File: src/sv/stok_pkg.sv
// Shared types, character codes and keyword tables for the source tokenizer.
`timescale 1ns / 1ps

package stok_pkg;

    localparam int POSITION_BITS_DEF = 16;
    localparam int KIND_BITS         = 6;
    localparam int TQ_DEPTH          = 4;
    localparam int KW_COUNT          = 9;
    localparam int KW_MAX_LEN        = 5;
    localparam logic [2:0] KW_POS_NONE = 3'd7;
    localparam logic [KW_COUNT-1:0] KW_ALL = '1;

    typedef enum logic [KIND_BITS-1:0] {
        TK_END        = 6'd0,
        TK_INT        = 6'd1,
        TK_DEC        = 6'd2,
        TK_STRING     = 6'd3,
        TK_IDENT      = 6'd4,
        TK_KW_BOOL    = 6'd5,
        TK_KW_FALSE   = 6'd6,
        TK_KW_I32     = 6'd7,
        TK_KW_IF      = 6'd8,
        TK_KW_NULL    = 6'd9,
        TK_KW_PRINT   = 6'd10,
        TK_KW_STR     = 6'd11,
        TK_KW_TRUE    = 6'd12,
        TK_KW_WHILE   = 6'd13,
        TK_BANG       = 6'd14,
        TK_NE         = 6'd15,
        TK_PLUS       = 6'd16,
        TK_MINUS      = 6'd17,
        TK_STAR       = 6'd18,
        TK_SLASH      = 6'd19,
        TK_ASSIGN     = 6'd20,
        TK_EQ         = 6'd21,
        TK_LPAREN     = 6'd22,
        TK_RPAREN     = 6'd23,
        TK_LBRACE     = 6'd24,
        TK_RBRACE     = 6'd25,
        TK_SEMI       = 6'd26,
        TK_GT         = 6'd27,
        TK_GE         = 6'd28,
        TK_LT         = 6'd29,
        TK_LE         = 6'd30,
        TK_AND        = 6'd31,
        TK_OR         = 6'd32,
        TK_ERR_CHAR   = 6'd33,
        TK_ERR_STRING = 6'd34
    } kind_t;

    typedef enum logic [3:0] {
        M_IDLE, M_INT, M_INTDOT, M_FRAC, M_IDENT, M_STRING, M_COMMENT,
        M_BANG, M_EQ, M_GT, M_LT, M_AMP, M_PIPE, M_SLASH, M_SKIP
    } mode_t;

    typedef struct packed {
        logic first;
        logic second;
    } emit_ctrl_t;

    localparam logic [7:0] CH_NUL    = 8'h00;
    localparam logic [7:0] CH_TAB    = 8'h09;
    localparam logic [7:0] CH_LF     = 8'h0A;
    localparam logic [7:0] CH_CR     = 8'h0D;
    localparam logic [7:0] CH_SPACE  = " ";
    localparam logic [7:0] CH_QUOTE  = "\"";
    localparam logic [7:0] CH_BANG   = "!";
    localparam logic [7:0] CH_EQUAL  = "=";
    localparam logic [7:0] CH_GT     = ">";
    localparam logic [7:0] CH_LT     = "<";
    localparam logic [7:0] CH_AMP    = "&";
    localparam logic [7:0] CH_PIPE   = "|";
    localparam logic [7:0] CH_SLASH  = "/";
    localparam logic [7:0] CH_PLUS   = "+";
    localparam logic [7:0] CH_MINUS  = "-";
    localparam logic [7:0] CH_STAR   = "*";
    localparam logic [7:0] CH_LPAREN = "(";
    localparam logic [7:0] CH_RPAREN = ")";
    localparam logic [7:0] CH_LBRACE = "{";
    localparam logic [7:0] CH_RBRACE = "}";
    localparam logic [7:0] CH_SEMI   = ";";
    localparam logic [7:0] CH_DOT    = ".";

    localparam logic [7:0] KW_TEXT [KW_COUNT][KW_MAX_LEN] = '{
        '{"b", "o", "o", "l", CH_NUL},
        '{"f", "a", "l", "s", "e"},
        '{"i", "3", "2", CH_NUL, CH_NUL},
        '{"i", "f", CH_NUL, CH_NUL, CH_NUL},
        '{"n", "u", "l", "l", CH_NUL},
        '{"p", "r", "i", "n", "t"},
        '{"s", "t", "r", CH_NUL, CH_NUL},
        '{"t", "r", "u", "e", CH_NUL},
        '{"w", "h", "i", "l", "e"}
    };

    localparam logic [2:0] KW_LEN [KW_COUNT] = '{
        3'd4, 3'd5, 3'd3, 3'd2, 3'd4, 3'd5, 3'd3, 3'd4, 3'd5
    };

    function automatic logic is_digit(input logic [7:0] c);
        return (c >= "0") && (c <= "9");
    endfunction

    function automatic logic is_alpha(input logic [7:0] c);
        return ((c >= "a") && (c <= "z")) || ((c >= "A") && (c <= "Z"));
    endfunction

    // pos is the character index, KW_POS_NONE once past every keyword
    function automatic logic [KW_COUNT-1:0] kw_filter(input logic [KW_COUNT-1:0] cands,
                                                      input logic [2:0] pos,
                                                      input logic [7:0] c);
        logic [KW_COUNT-1:0] res;
        res = cands;
        for (int k = 0; k < KW_COUNT; k++) begin
            if (pos >= KW_LEN[k])
                res[k] = 1'b0;
            else if (KW_TEXT[k][pos] != c)
                res[k] = 1'b0;
        end
        return res;
    endfunction

    function automatic kind_t ident_kind(input logic [KW_COUNT-1:0] cands,
                                         input logic [2:0] len);
        kind_t res;
        res = TK_IDENT;
        for (int k = KW_COUNT - 1; k >= 0; k--) begin
            if (cands[k] && (len == KW_LEN[k]))
                res = kind_t'(KIND_BITS'(int'(TK_KW_BOOL) + k));
        end
        return res;
    endfunction

endpackage

File: src/sv/stok_scanner.sv
// Byte input register, scan state and token generation for up to two tokens per byte.
`timescale 1ns / 1ps

module stok_scanner #(
    parameter int POSITION_BITS = stok_pkg::POSITION_BITS_DEF
) (
    input  logic                           clk,
    input  logic                           rst_n,
    input  logic                           in_valid,
    output logic                           in_ready,
    input  logic [7:0]                     source_byte,
    input  logic                           queue_space,
    output stok_pkg::emit_ctrl_t           emit,
    output stok_pkg::kind_t                kind0,
    output logic [POSITION_BITS-1:0]       start0,
    output logic [POSITION_BITS-1:0]       len0,
    output stok_pkg::kind_t                kind1,
    output logic [POSITION_BITS-1:0]       start1,
    output logic [POSITION_BITS-1:0]       len1,
    output logic [POSITION_BITS-1:0]       line
);
    import stok_pkg::*;

    localparam logic [POSITION_BITS-1:0] ONE = POSITION_BITS'(1);
    localparam logic [POSITION_BITS-1:0] TWO = POSITION_BITS'(2);

    function automatic logic [POSITION_BITS-1:0] sat_inc(input logic [POSITION_BITS-1:0] x);
        return (&x) ? x : x + ONE;
    endfunction

    logic                     byte_full_reg, byte_full_next;
    logic [7:0]               byte_reg;
    mode_t                    mode_reg, mode_next;
    logic [POSITION_BITS-1:0] offset_reg, offset_next;
    logic [POSITION_BITS-1:0] line_reg, line_next;
    logic [POSITION_BITS-1:0] pstart_reg, pstart_next;
    logic [POSITION_BITS-1:0] plen_reg, plen_next;
    logic [KW_COUNT-1:0]      kwc_reg, kwc_next;

    logic       step;
    logic [7:0] c;
    logic       c_digit, c_alpha;
    logic       redo;
    logic [2:0] pos_small;

    assign step     = byte_full_reg && queue_space;
    assign in_ready = !byte_full_reg || queue_space;
    assign c        = byte_reg;
    assign c_digit  = is_digit(c);
    assign c_alpha  = is_alpha(c);
    assign pos_small = (plen_reg <= POSITION_BITS'(KW_MAX_LEN)) ? plen_reg[2:0] : KW_POS_NONE;
    assign line     = line_reg;

    always_comb
    begin
        unique case (mode_reg)
            M_IDLE:    redo = 1'b1;
            M_INT:     redo = !c_digit && (c != CH_DOT);
            M_FRAC:    redo = !c_digit;
            M_IDENT:   redo = !(c_digit || c_alpha);
            M_COMMENT: redo = (c == CH_LF) || (c == CH_NUL);
            M_BANG, M_EQ, M_GT, M_LT: redo = (c != CH_EQUAL);
            M_SLASH:   redo = (c != CH_SLASH);
            M_INTDOT, M_STRING, M_AMP, M_PIPE, M_SKIP: redo = 1'b0;
            default:   redo = 1'b0;
        endcase
    end

    // next state
    always_comb
    begin
        logic restart;
        restart     = 1'b0;
        mode_next   = mode_reg;
        line_next   = line_reg;
        pstart_next = pstart_reg;
        plen_next   = plen_reg;
        kwc_next    = kwc_reg;

        unique case (mode_reg)
            M_INT:
                if (c_digit) plen_next = sat_inc(plen_reg);
                else if (c == CH_DOT) mode_next = M_INTDOT;
                else mode_next = M_IDLE;
            M_INTDOT:
                if (c_digit)
                begin
                    plen_next = sat_inc(sat_inc(plen_reg));
                    mode_next = M_FRAC;
                end
                else
                begin
                    mode_next = M_SKIP;
                    restart   = (c == CH_NUL);
                end
            M_FRAC:
                if (c_digit) plen_next = sat_inc(plen_reg);
                else mode_next = M_IDLE;
            M_IDENT:
                if (c_digit || c_alpha)
                begin
                    kwc_next  = kw_filter(kwc_reg, pos_small, c);
                    plen_next = sat_inc(plen_reg);
                end
                else mode_next = M_IDLE;
            M_STRING:
                if (c == CH_NUL) restart = 1'b1;
                else if (c == CH_QUOTE) mode_next = M_IDLE;
                else
                begin
                    if (c == CH_LF) line_next = sat_inc(line_reg);
                    plen_next = sat_inc(plen_reg);
                end
            M_COMMENT:
                if (redo) mode_next = M_IDLE;
            M_BANG, M_EQ, M_GT, M_LT:
                mode_next = M_IDLE;
            M_AMP, M_PIPE:
                if (c == ((mode_reg == M_AMP) ? CH_AMP : CH_PIPE)) mode_next = M_IDLE;
                else
                begin
                    mode_next = M_SKIP;
                    restart   = (c == CH_NUL);
                end
            M_SLASH:
                if (c == CH_SLASH) mode_next = M_COMMENT;
                else mode_next = M_IDLE;
            M_SKIP:
                restart = (c == CH_NUL);
            M_IDLE: ;
            default: ;
        endcase

        if (redo)
        begin
            mode_next   = M_IDLE;
            pstart_next = offset_reg;
            unique case (c)
                CH_SPACE, CH_CR, CH_TAB: ;
                CH_LF:     line_next = sat_inc(line_reg);
                CH_QUOTE:
                begin
                    mode_next   = M_STRING;
                    pstart_next = sat_inc(offset_reg);
                    plen_next   = '0;
                end
                CH_BANG:   mode_next = M_BANG;
                CH_EQUAL:  mode_next = M_EQ;
                CH_GT:     mode_next = M_GT;
                CH_LT:     mode_next = M_LT;
                CH_AMP:    mode_next = M_AMP;
                CH_PIPE:   mode_next = M_PIPE;
                CH_SLASH:  mode_next = M_SLASH;
                CH_PLUS, CH_MINUS, CH_STAR, CH_LPAREN, CH_RPAREN,
                CH_LBRACE, CH_RBRACE, CH_SEMI: ;
                CH_NUL:    restart = 1'b1;
                default:
                    if (c_digit)
                    begin
                        mode_next = M_INT;
                        plen_next = ONE;
                    end
                    else if (c_alpha)
                    begin
                        mode_next = M_IDENT;
                        plen_next = ONE;
                        kwc_next  = kw_filter(KW_ALL, 3'd0, c);
                    end
                    else mode_next = M_SKIP;
            endcase
        end

        if (restart)
        begin
            mode_next   = M_IDLE;
            offset_next = '0;
            line_next   = ONE;
            pstart_next = '0;
            plen_next   = '0;
            kwc_next    = KW_ALL;
        end
        else offset_next = sat_inc(offset_reg);
    end

    // token outputs
    always_comb
    begin
        logic  e0, e1, r_emit;
        kind_t r_kind, one_kind;
        e0 = 1'b0;
        e1 = 1'b0;
        r_emit = 1'b0;
        r_kind = TK_ERR_CHAR;
        kind0  = TK_END;
        start0 = pstart_reg;
        len0   = plen_reg;
        kind1  = TK_ERR_CHAR;
        start1 = '0;
        len1   = ONE;

        unique case (mode_reg)
            M_BANG:  one_kind = TK_BANG;
            M_EQ:    one_kind = TK_ASSIGN;
            M_GT:    one_kind = TK_GT;
            default: one_kind = TK_LT;
        endcase

        unique case (mode_reg)
            M_INT:
                if (redo)
                begin
                    e0 = 1'b1;
                    kind0 = TK_INT;
                end
            M_INTDOT:
                if (!c_digit)
                begin
                    e0 = 1'b1;
                    e1 = 1'b1;
                    kind0  = TK_INT;
                    start1 = (offset_reg != '0) ? offset_reg - ONE : '0;
                end
            M_FRAC:
                if (redo)
                begin
                    e0 = 1'b1;
                    kind0 = TK_DEC;
                end
            M_IDENT:
                if (redo)
                begin
                    e0 = 1'b1;
                    kind0 = ident_kind(kwc_reg, pos_small);
                end
            M_STRING:
                if (c == CH_NUL)
                begin
                    e0 = 1'b1;
                    kind0 = TK_ERR_STRING;
                end
                else if (c == CH_QUOTE)
                begin
                    e0 = 1'b1;
                    kind0 = TK_STRING;
                end
            M_BANG, M_EQ, M_GT, M_LT:
            begin
                e0 = 1'b1;
                if (c == CH_EQUAL)
                begin
                    kind0 = kind_t'(KIND_BITS'(int'(one_kind) + 1));
                    len0  = TWO;
                end
                else
                begin
                    kind0 = one_kind;
                    len0  = ONE;
                end
            end
            M_AMP, M_PIPE:
            begin
                e0 = 1'b1;
                if (c == ((mode_reg == M_AMP) ? CH_AMP : CH_PIPE))
                begin
                    kind0 = (mode_reg == M_AMP) ? TK_AND : TK_OR;
                    len0  = TWO;
                end
                else
                begin
                    kind0 = TK_ERR_CHAR;
                    len0  = ONE;
                end
            end
            M_SLASH:
                if (redo)
                begin
                    e0 = 1'b1;
                    kind0 = TK_SLASH;
                    len0  = ONE;
                end
            M_IDLE, M_COMMENT, M_SKIP: ;
            default: ;
        endcase

        if (redo)
        begin
            unique case (c)
                CH_PLUS:   begin r_emit = 1'b1; r_kind = TK_PLUS;   end
                CH_MINUS:  begin r_emit = 1'b1; r_kind = TK_MINUS;  end
                CH_STAR:   begin r_emit = 1'b1; r_kind = TK_STAR;   end
                CH_LPAREN: begin r_emit = 1'b1; r_kind = TK_LPAREN; end
                CH_RPAREN: begin r_emit = 1'b1; r_kind = TK_RPAREN; end
                CH_LBRACE: begin r_emit = 1'b1; r_kind = TK_LBRACE; end
                CH_RBRACE: begin r_emit = 1'b1; r_kind = TK_RBRACE; end
                CH_SEMI:   begin r_emit = 1'b1; r_kind = TK_SEMI;   end
                CH_NUL:    begin r_emit = 1'b1; r_kind = TK_END;    end
                CH_SPACE, CH_CR, CH_TAB, CH_LF, CH_QUOTE, CH_BANG, CH_EQUAL,
                CH_GT, CH_LT, CH_AMP, CH_PIPE, CH_SLASH: ;
                default:
                    if (!c_digit && !c_alpha)
                    begin
                        r_emit = 1'b1;
                        r_kind = TK_ERR_CHAR;
                    end
            endcase
        end

        if (r_emit)
        begin
            if (e0)
            begin
                e1 = 1'b1;
                kind1  = r_kind;
                start1 = offset_reg;
                len1   = ONE;
            end
            else
            begin
                e0 = 1'b1;
                kind0  = r_kind;
                start0 = offset_reg;
                len0   = ONE;
            end
        end

        emit.first  = step && e0;
        emit.second = step && e1;
    end

    always_comb
    begin
        byte_full_next = byte_full_reg;
        if (in_valid && in_ready) byte_full_next = 1'b1;
        else if (step) byte_full_next = 1'b0;
    end

    always_ff @(posedge clk)
    begin
        if (in_valid && in_ready) byte_reg <= source_byte;
    end

    always_ff @(posedge clk or negedge rst_n)
    begin
        if (!rst_n)
        begin
            byte_full_reg <= 1'b0;
            mode_reg      <= M_IDLE;
            offset_reg    <= '0;
            line_reg      <= ONE;
            pstart_reg    <= '0;
            plen_reg      <= '0;
            kwc_reg       <= KW_ALL;
        end
        else
        begin
            byte_full_reg <= byte_full_next;
            if (step)
            begin
                mode_reg   <= mode_next;
                offset_reg <= offset_next;
                line_reg   <= line_next;
                pstart_reg <= pstart_next;
                plen_reg   <= plen_next;
                kwc_reg    <= kwc_next;
            end
        end
    end

endmodule

File: src/sv/stok_token_fifo.sv
// Small token queue taking up to two tokens per cycle and releasing one per transfer.
`timescale 1ns / 1ps

module stok_token_fifo #(
    parameter int POSITION_BITS = stok_pkg::POSITION_BITS_DEF
) (
    input  logic                                clk,
    input  logic                                rst_n,
    input  stok_pkg::emit_ctrl_t                emit,
    input  stok_pkg::kind_t                     kind0,
    input  logic [POSITION_BITS-1:0]            start0,
    input  logic [POSITION_BITS-1:0]            len0,
    input  stok_pkg::kind_t                     kind1,
    input  logic [POSITION_BITS-1:0]            start1,
    input  logic [POSITION_BITS-1:0]            len1,
    input  logic [POSITION_BITS-1:0]            line,
    output logic                                queue_space,
    output logic                                out_valid,
    input  logic                                out_ready,
    output logic [stok_pkg::KIND_BITS-1:0]      token_kind,
    output logic [POSITION_BITS-1:0]            token_start,
    output logic [POSITION_BITS-1:0]            token_length,
    output logic [POSITION_BITS-1:0]            token_line,
    output logic                                last_of_run
);
    import stok_pkg::*;

    localparam int PTR_BITS = $clog2(TQ_DEPTH);
    localparam int CNT_BITS = $clog2(TQ_DEPTH + 1);

    logic [KIND_BITS-1:0]     kind_q  [TQ_DEPTH];
    logic [POSITION_BITS-1:0] start_q [TQ_DEPTH];
    logic [POSITION_BITS-1:0] len_q   [TQ_DEPTH];
    logic [POSITION_BITS-1:0] line_q  [TQ_DEPTH];
    logic                     last_q  [TQ_DEPTH];

    logic [PTR_BITS-1:0] wr_ptr_reg, wr_ptr_next;
    logic [PTR_BITS-1:0] rd_ptr_reg, rd_ptr_next;
    logic [CNT_BITS-1:0] count_reg, count_next;
    logic [PTR_BITS-1:0] wr_ptr_plus1;
    logic                pop;

    assign pop          = out_valid && out_ready;
    assign out_valid    = (count_reg != '0);
    assign queue_space  = (count_reg <= CNT_BITS'(TQ_DEPTH - 2));
    assign wr_ptr_plus1 = wr_ptr_reg + PTR_BITS'(1);

    assign token_kind   = kind_q[rd_ptr_reg];
    assign token_start  = start_q[rd_ptr_reg];
    assign token_length = len_q[rd_ptr_reg];
    assign token_line   = line_q[rd_ptr_reg];
    assign last_of_run  = last_q[rd_ptr_reg];

    always_comb
    begin
        wr_ptr_next = wr_ptr_reg + PTR_BITS'(emit.first) + PTR_BITS'(emit.second);
        rd_ptr_next = rd_ptr_reg + PTR_BITS'(pop);
        count_next  = count_reg + CNT_BITS'(emit.first) + CNT_BITS'(emit.second)
                      - CNT_BITS'(pop);
    end

    always_ff @(posedge clk)
    begin
        if (emit.first)
        begin
            kind_q[wr_ptr_reg]  <= kind0;
            start_q[wr_ptr_reg] <= start0;
            len_q[wr_ptr_reg]   <= len0;
            line_q[wr_ptr_reg]  <= line;
            last_q[wr_ptr_reg]  <= !emit.second;
        end
        if (emit.second)
        begin
            kind_q[wr_ptr_plus1]  <= kind1;
            start_q[wr_ptr_plus1] <= start1;
            len_q[wr_ptr_plus1]   <= len1;
            line_q[wr_ptr_plus1]  <= line;
            last_q[wr_ptr_plus1]  <= 1'b1;
        end
    end

    always_ff @(posedge clk or negedge rst_n)
    begin
        if (!rst_n)
        begin
            wr_ptr_reg <= '0;
            rd_ptr_reg <= '0;
            count_reg  <= '0;
        end
        else
        begin
            wr_ptr_reg <= wr_ptr_next;
            rd_ptr_reg <= rd_ptr_next;
            count_reg  <= count_next;
        end
    end

endmodule

File: src/sv/source_tokenizer_top.sv
// Top level of the streaming source tokenizer.
// Each byte waits in the scanner's byte register; tokens it completes enter the token queue.
// Throughput: one byte per cycle while the queue has room; tokens leave one per transfer.
// Input stalls while a byte is held and the four-entry queue has under two free entries.
// Reset: asynchronous active-low; scanner idle, offset 0, line 1, queue empty.
`timescale 1ns / 1ps

module source_tokenizer_top #(
    parameter int POSITION_BITS = stok_pkg::POSITION_BITS_DEF
) (
    input  logic                            clk,
    input  logic                            rst_n,
    input  logic                            in_valid,
    output logic                            in_ready,
    input  logic [7:0]                      source_byte,
    output logic                            out_valid,
    input  logic                            out_ready,
    output logic [stok_pkg::KIND_BITS-1:0]  token_kind,
    output logic [POSITION_BITS-1:0]        token_start,
    output logic [POSITION_BITS-1:0]        token_length,
    output logic [POSITION_BITS-1:0]        token_line,
    output logic                            last_of_run
);
    import stok_pkg::*;

    emit_ctrl_t               emit;
    kind_t                    kind0, kind1;
    logic [POSITION_BITS-1:0] start0, start1, len0, len1, line;
    logic                     queue_space;

    stok_scanner #(
        .POSITION_BITS(POSITION_BITS)
    ) u_scanner (
        .clk         (clk),
        .rst_n       (rst_n),
        .in_valid    (in_valid),
        .in_ready    (in_ready),
        .source_byte (source_byte),
        .queue_space (queue_space),
        .emit        (emit),
        .kind0       (kind0),
        .start0      (start0),
        .len0        (len0),
        .kind1       (kind1),
        .start1      (start1),
        .len1        (len1),
        .line        (line)
    );

    stok_token_fifo #(
        .POSITION_BITS(POSITION_BITS)
    ) u_queue (
        .clk          (clk),
        .rst_n        (rst_n),
        .emit         (emit),
        .kind0        (kind0),
        .start0       (start0),
        .len0         (len0),
        .kind1        (kind1),
        .start1       (start1),
        .len1         (len1),
        .line         (line),
        .queue_space  (queue_space),
        .out_valid    (out_valid),
        .out_ready    (out_ready),
        .token_kind   (token_kind),
        .token_start  (token_start),
        .token_length (token_length),
        .token_line   (token_line),
        .last_of_run  (last_of_run)
    );

endmodule

File: config.mk
export PLATFORM = sky130hd
export DESIGN_NAME = source_tokenizer_top
export DESIGN_NICKNAME = d
export VERILOG_FILES = /design/src/sv/stok_pkg.sv /design/src/sv/stok_scanner.sv /design/src/sv/stok_token_fifo.sv /design/src/sv/source_tokenizer_top.sv
export SDC_FILE = /design/constraint.sdc
export NUM_CORES = 1
export LEC_CHECK = 0
export ABC_AREA = 0
export CAP_MARGIN = 20
export CORE_ASPECT_RATIO = 1.2
export CORE_UTILIZATION = 43
export DETAILED_ROUTE_END_ITERATION = 6
export DONT_BUFFER_PORTS = 1
export GPL_TIMING_DRIVEN = 0
export HOLD_SLACK_MARGIN = 0.08
export SETUP_SLACK_MARGIN = 0.15
export SYNTH_ARGS = -nofsm -noshare
export SYNTH_HDL_FRONTEND = slang
export SYNTH_HIERARCHICAL = 1
export SYNTH_SLANG_ARGS = --single-unit
File: constraint.sdc
create_clock -name clk -period 7.7 [get_ports clk]
set_clock_uncertainty 0.2 [all_clocks]
set_input_delay 0.77 -clock clk [delete_from_list [all_inputs] [get_ports clk]]
set_output_delay 0.77 -clock clk [all_outputs]
set_load 0.02 [all_outputs]
==> flow_results.org, run 1 <==
** GRT
- Number of antenna violations at the first check in global routing :: 0
- Total congestion overflow after global routing :: 0
- Global-route layer with the greatest usage :: met2
- First-pass GRT wire length :: slightly above 90 mm
- Met2 track demand over resource in global routing :: 0.428
- Entering global routing, the biggest net connects between 80 and 90 pins.
- In the global route stage, overall resource usage came out at 0.259.
- The number of global-route vias before repair is 14996.
- For this run, global-route usage on met3 was measured as 0.0310.
- Met1 usage in global routing :: 0.350

** Layout
- Leaving out fill and tap cells, the most frequent cell in the layout is edfxtp_1.
- Commonest cells after routing, fill and taps aside :: edfxtp_1, nand2_1, nor2_1
- Of the cells placed in the final design, the portion with a size suffix greater than 1 is 0.189.
- In the final design database the tool counted approximately 1900 nets.
- Diodes inserted :: 0
- The largest registers in the layout are u_queue/len_q: 64 flops, u_queue/line_q: 64 flops, u_queue/start_q: 64 flops.
- From synthesis to final layout, the design area changed by 12.2%.
- For this run, the share of the core covered by cells in the final layout is 0.491.

** Power and ir drop
- In this run the power spent charging and discharging nets is 3.83 mW.
- Of the total power, the share spent switching nets is 0.428.
- Summed over all cells, the static leakage comes to 8.03 nW.
- Ratio of total power to cell area :: around 400 mW/mm^2
- Of the total power, combinational logic draws 0.498.
- Clock network fraction of design power :: 0.209
- Cell-internal power :: between 5 and 6 mW
- VDD sags by at most about 210 uV.
- Relative contribution of sequential cells to total power :: 0.294

** Routing
- Via-per-instance ratio :: 6.07
- For this run, design rule violations remaining after detail routing come to 0.
- For this block, the initial DRC count from the detailed router was between 1000 and 1500.
- Wirelength, routed :: 60.0 mm
- Dividing the detail-routed wire length by the instance count gives about 24 um.
- For this block, the via count after detailed routing is 15317.
- The detail route stage leaves a number of antenna-violating nets equal to 0.
- For this run, the detailed router's first-pass iteration total came to 6.

** Floorplan
- Measured along the x axis, the die boundary spans ~200 um.
- Placeable core area :: around 0.045 mm^2
- Number of core rows :: 85
- The initial utilization of the core area, before any placement, comes to 0.437.
- Die Y-Extent :: 236 um
- Num ports :: 69
- The die covers 0.0466 mm^2.

** Timing
- The routed design could run at a clock period as short as slightly above 6 ns.
- Highest Clock Rate :: between 150 and 200 MHz
- Final setup violation count :: 0
- Headroom to the max-slew limit :: 0.215
- In the finished design, the share of the clock period the worst path needs comes to 0.798.
- Setup repair after global routing missed its margin :: false
- Number of hold violations in the final report :: 0
- Setup total negative slack on the finished layout was measured at 0 ns.
- Max-slew violations :: 0
- Transition time at the pin with the least slew margin :: ~1.2 ns

** Critical path
- Startpoint Class :: register
- The worst register-to-register path begins at u_scanner/byte_reg[5]$_DFFE_PP_.
- Ordered list of cells on the worst path :: and2_1 > o211ai_1 > o211ai_1 > nand3_4 > nand4_1 > nor2_1 > clkbuf_1 > nor2_1 > nor2_1 > nand3b_1 > buf_2 > buf_4 > o21ai_4 > buf_16 > buf_16
- Setup slack on the worst reg-to-reg path comes out at approximately 1.6 ns.
- Setup crit end kind :: register
- Data arrival time at the worst-slack endpoint :: around 6.2 ns
- The endpoint identified for the worst register-to-register timing path is u_queue/line_q[2][0]$_DFFE_PP_.
- In this run the worst path has a maximum fanout of 16.
- The number of cells on the worst reg-to-reg path is 15.
- Cell seen most often among critical-path stages :: nor2_1
- On the critical path, the stage with the largest delay is an instance of o211ai_1.
- Endpoint required time on the critical path :: between 7 and 8 ns
- The worst setup path is of the reg -> reg kind.
- Largest incremental delay on the critical path :: roughly 0.70 ns

** Synthesis
- Post-Syn Area per Cell :: between 10 and 15 um^2
- The netlist uses ~110 different library cells.
- In this run, synthesis produced a sequential element count of around 310.
- For this run, the register share of the synthesized area comes to 0.455.
- The synthesized netlist occupies a cell area of between 0.015 and 0.02 mm^2.
- Share of flip-flops with an asynchronous set or reset after synthesis :: 0.272
- For this run, the number of Yosys warnings is 6.
- Yosys mapped a number of flops with a built-in enable equal to around 220.
- In the synthesized netlist, the number of instances is 1821.
- Among all flip-flop cells after synthesis, the most frequent one is edfxtp_1.

** Clocking
- The clock net in this run drives a total of between 300 and 400 sinks.
- The H-tree was split into 2 levels.
- Clock tree synthesis inserted a total of 36 buffers.
- In this run the deepest clock path goes through 3 buffers.
- For this design, the CTS-stage hold fixing added 2 buffers.
- After clock tree synthesis, the setup repair step added 0 buffers.
- Clock transition at the registers of the reported paths :: around 0.060 ns
- Quantity of gates resized following cts :: 0
- The clock reaches the later pin of the worst-skew pair after between 0.5 and 0.6 ns.
- Root buf cell :: clkbuf_16
- TritonCTS built the clock tree.

** Hold path
- Cell depth of the worst hold path :: 1
- Kind of path behind the tightest hold check :: in -> reg
- The worst hold path begins at in_valid.
- For hold timing, the worst endpoint is u_scanner/byte_full_reg$_DFFE_PN0P_.

** Placed design
- At the end of routability-driven placement, the weighted congestion stood at 0.948.
- Number of buffer cells added on primary ports :: 0
- Summed over all nets, the half-perimeter wirelength after detailed placement is between 40 and 50 mm.

** Status
- Status :: complete, no violations

** Flow run
- The tool flagged a number of max-cap violations equal to 0.
==> power by group through the flow <==
stage | clock, mW | combinational (mW) | sequential, mW
global placement | 0 | 4.21 | 2.74
detailed placement | 0 | 4.39 | 2.66
finish | 1.87 | 4.45 | 2.62
floorplan | 0 | 3.08 | 2.64
global route | 1.96 | 4.78 | 2.67
CTS | 1.91 | 4.44 | 2.63
==> per-stage QoR <==
stage	std cells	instance area (um^2)	worst slack, ns	total power [mW]	hold slack (ns)
after floorplan	1835	19700	0.680	5.72	0.238
after global placement	2444	20500	-4.16	6.94	0.260
after detailed placement	2456	20800	1.64	7.05	0.261
after CTS	2524	22100	1.60	8.97	0.0828
after global routing	2524	22100	1.30	9.41	0.0956
final	2524	22100	1.56	8.94	0.116
==> worst max-delay path, delay by kind of cell, from the launching register on <==
family	cells	cell delay (ns)
AOI/OAI and AO/OA	3	1.60
buffers and inverters	5	1.35
DFF	1	0.49
and+or+nand+nor	7	2.19
==> kinds of logic after synthesis <==
family / share of synthesized area
multiplexers: 0.165
flip-flops: 0.455
buffers and inverters: 0.0490
XOR/XNOR: 0.0240
adder cells (fa/ha/maj): 0.0145
other: 0.000382
AO/OA/AOI/OAI: 0.139
AND/OR/NAND/NOR: 0.153
==> how the worst max path moves through the flow <==
stage          cells after the start                                to  slack [ns]                       startpoint
2_1_floorplan                      9    u_queue/kind_q[0][0]$_DFFE_PP_        0.68  u_scanner/byte_reg[6]$_DFFE_PP_
3_3_place_gp                       8   u_queue/start_q[2][8]$_DFFE_PP_       -4.16  u_scanner/byte_reg[5]$_DFFE_PP_
3_5_place_dp                      15    u_queue/line_q[2][0]$_DFFE_PP_        1.64  u_scanner/byte_reg[5]$_DFFE_PP_
4_1_cts                           15  u_queue/start_q[0][13]$_DFFE_PP_        1.60  u_scanner/byte_reg[5]$_DFFE_PP_
5_1_grt                           16  u_queue/start_q[0][13]$_DFFE_PP_        1.30  u_scanner/byte_reg[0]$_DFFE_PP_
6_report                          15    u_queue/line_q[2][0]$_DFFE_PP_        1.56  u_scanner/byte_reg[5]$_DFFE_PP_
==> routing by layer <==
layer	part of all wire	vias up	routed length (um)
met5	0	-	0
met4	0.033	0	2000
met3	0.059	128	3530
met2	0.48	581	29000
met1	0.42	7584	25400
li1	-	7024	-
==> final cells by class <==
cell class	count	area [um^2]
buffer	168	825
clock inverter	26	358
multi-input combinational	1317	9860
clock buffer	40	926
tap	609	762
sequential	313	8950
fill	4083	22900
timing repair buffer	14	273
inverter	37	139
==> synthesized netlist by cell type (all sizes together) (6+ instances only) <==
library cell	number	area, um^2
or3	14	87.6
a41oi	6	52.6
a21o	8	60.1
and4	6	52.6
clkbuf	90	338
nand2b	24	158
dfrtp	75	1880
o22ai	12	75.1
xnor2	27	236
o41ai	6	52.6
a31oi	24	150
nand4	28	211
o221ai	6	52.6
nand3	53	295
nor2b	25	156
inv	37	139
a21oi	97	493
o2bb2ai	6	52.6
o211ai	16	120
mux2	172	1940
o21a	8	60.1
nand2	135	512
nor4	21	156
nor3b	6	50.1
o21ai	125	629
edfxtp	224	6730
nor3	36	180
or2	6	37.5
mux2i	8	80.1
or4	7	56.3
dfstp	10	263
a22oi	11	96.3
nor2	131	508
buf	78	487
ha	18	225
xor2	27	236
a211oi	14	110
and2	36	226
o31ai	25	188
mux4	55	1240
and3	24	155
Power figures use the tool's default switching activity.
==> run 2, diff against run 1 <==
==> constraint.sdc (replaced) <==
create_clock -name clk -period 5.9 [get_ports clk]
set_clock_uncertainty 0.2 [all_clocks]
set_input_delay 0.59 -clock clk [delete_from_list [all_inputs] [get_ports clk]]
set_output_delay 0.59 -clock clk [all_outputs]
set_load 0.02 [all_outputs]
==> run 2 against run 1 <==
Effect of this change:
- largest power group unchanged
- clock power is 11% higher
- register-to-register slack got worse by 1.1 ns
- die area unchanged
- final cell count is 0.32% higher
- first-iteration DRC count down 1.3%
- combinational power is 31% higher
- power is 27% higher
- critical path type unchanged
- critical path depth is 1 higher
- via count is 0.63% higher
- routed wire length fell by 1.2%
- highest routed layer unchanged
- largest cell class unchanged
- worst setup slack worse by 1.1 ns
==> flow_results.org, run 2 (same netlist as run 1, synthesis figures left out) <==
** Layout
- Non-Filler Instances :: about 2500
- Ratio of cells with drive above 1 in the final layout :: 0.186
- Measured on the finished design, the core utilization comes to 0.489.
- The largest registers in the layout are u_queue/len_q: 64 flops, u_queue/line_q: 64 flops, u_queue/start_q: 64 flops.
- 0 antenna diodes ended up in the layout.
- Relative to the synthesized area, the layout overhead comes to 11.8%.
- Number of nets in the layout :: ~1900
- Commonest cells after routing, fill and taps aside :: edfxtp_1, nand2_1, nor2_1
- Most common cell after layout, fill and taps aside :: edfxtp_1

** Routing
- WL/cell :: 23.4 um
- Initial drt markers :: about 1300
- Wirelength, routed :: 59.2 mm
- In the routed design, unresolved DRC markers number 0.
- Number of detailed-route iterations in the first pass :: 6
- After detailed routing, the number of vias per cell comes to between 6 and 7.
- Antenna-violating nets left :: 0
- Across all layers, the routed design uses ~15000 vias.

** Timing
- Final setup violation count :: 0
- At the pin with the least slew margin, the transition time is about 1.2 ns.
- Headroom to the max-slew limit came out at 0.212.
- Highest Clock Rate :: around 180 MHz
- Number of hold violations in the final report :: 0
- Summed over all failing endpoints, the final setup total negative slack is 0 ns.
- Setup repair after global routing missed its margin :: false
- Dividing the final minimum period by the clock period gives 0.922.
- Final Critical Period :: around 5.4 ns
- Final hold analysis gives a worst-case slack of 0.205 ns.
- Max-slew violations :: 0

** Clocking
- Clock tree synthesis inserted a total of 35 buffers.
- Root buf cell :: clkbuf_16
- Level count of the clock H-tree :: 2
- Clock-pin slew was measured on the worst setup and hold paths at roughly 0.060 ns.
- Clock tree from TritonCTS :: built
- Sink count of the clock tree :: 313
- Longest Clk Path Bufs :: 3
- For the worst-skew pair, the clock arrives at the later sink with an insertion delay of 0.54 ns.

** Critical path
- Critical Path Fanout Max :: 16
- The worst register-to-register path ends at u_queue/line_q[2][2]$_DFFE_PP_.
- In this run the worst setup path begins at u_scanner/byte_reg[4]$_DFFE_PP_.
- STA puts the critical path data required time at between 5 and 6 ns.
- Startpoint of the lowest-slack register-to-register path :: u_scanner/byte_reg[4]$_DFFE_PP_
- CP Capture Point :: u_queue/line_q[2][2]$_DFFE_PP_
- The worst setup path is captured at a register.
- Worst-case register-to-register setup slack :: ~0.46 ns
- Worst reg2reg path depth :: 16
- By startpoint and endpoint, the worst setup path is classified as reg -> reg.
- The worst setup path is launched from a register.
- STA puts the critical path data arrival time at about 5.5 ns.

** Hold path
- Kind of path behind the tightest hold check :: in -> reg

** GRT
- The number of global-route vias before repair was around 15000.
- The first global-routing pass estimated between 90 and 100 mm of wire.
- Number of antenna violations at the first check in global routing :: 0
- For this run, the total global-route usage over all layers was measured as 0.256.
- Largest net degree at the start of global routing :: 86
- Total congestion overflow after global routing :: 0

** Placed design
- Input and output buffers added on the ports amount to 0.
- Half-perimeter wire length of the detailed placement result :: around 43 mm
- In this run, placement finished with an instance count of between 2000 and 2500.
- Gp weighted congestion :: roughly 0.96

** Floorplan
- From left edge to right edge, the die measures just under 200 um.
- Die Y-Extent :: 236 um
- The region available for standard cell placement spans between 0.04 and 0.05 mm^2.
- Num ports :: between 60 and 70
- The die covers between 0.04 and 0.05 mm^2.
- Number of core rows :: 85
- For this configuration, the core starts out at a cell density of 0.437.

** Status
- Status :: complete, no violations

** Power and ir drop
- In this run the power density over the cells is 514 mW/mm^2.
- Worst IR drop on VDD :: between 300 and 400 uV
- Leak :: 7.96 nW

** Flow run
- Maximum capacitance violations :: 0
## run 2: worst min-delay path by stage
stage,start,endpoint,cells past startpoint
detailed placement,rst_n,u_scanner/plen_reg[5]$_DFFE_PN0P_,0
finish,out_ready,u_queue/rd_ptr_reg[0]$_DFF_PN0_,2
global route,out_ready,u_queue/rd_ptr_reg[0]$_DFF_PN0_,2
CTS,out_ready,u_queue/rd_ptr_reg[0]$_DFF_PN0_,2
floorplan,rst_n,u_queue/count_reg[0]$_DFF_PN0_,0
global placement,rst_n,u_scanner/plen_reg[5]$_DFFE_PN0P_,0
## run 2: timing repair
item | in CTS | in global routing
setup endpoints to repair | 240 | 48
hold buffers | 11 | 0
resized for setup | 1 | 5
setup buffers | 3 | 0
hold endpoints to repair | 94 | 0
pin swaps | 2 | 1
## run 2: power breakdown
group	switching, mW	internal, mW	total, mW
Clock	0.888	1.19	2.08
Sequential	0.224	3.19	3.42
Combinational	3.83	1.99	5.82
Total	4.94	6.37	11.3
## run 2: cell type report
| cell class | instances | area (um^2) |
|---|---|---|
| clock buffer | 51 | 1010 |
| fill | 4093 | 23000 |
| sequential | 313 | 8950 |
| tap | 609 | 762 |
| timing repair buffer | 25 | 363 |
| buffer | 168 | 826 |
| clock inverter | 12 | 81.3 |
| inverter | 37 | 139 |
| multi-input combinational | 1317 | 9870 |
## run 2: metal layers
layer,up-vias,share of wire,track usage
met5,-,0,0
met4,0,0.030,0.0848
met3,111,0.062,0.0382
met2,625,0.49,0.431
met1,7659,0.42,0.336
li1,7019,-,-
## run 2: critical path: stages, from the launching register on
cell and delay [ns]:
edfxtp_1 0.47, nor4_1 0.92, a41oi_1 0.22, o32a_2 0.28, nand3_4 0.14, nand4_1 0.36
nor2_1 0.36, clkbuf_2 0.29, nor2_1 0.11, nor2_4 0.27, nand3b_1 0.16, buf_2 0.25
buf_4 0.25, o21ai_4 0.25, buf_16 0.24, buf_16 0.17, buf_16 0.17
## run 2: stage by stage
stage / setup WS (ns) / cell area, um^2 / total power [mW]
6_report: 0.462 / 22000 / 11.3
5_1_grt: 0.240 / 22000 / 11.9
4_1_cts: 0.281 / 22000 / 11.3
3_5_place_dp: -0.370 / 20700 / 9.19
3_3_place_gp: -5.86 / 20500 / 9.04
2_1_floorplan: -1.12 / 19700 / 7.46
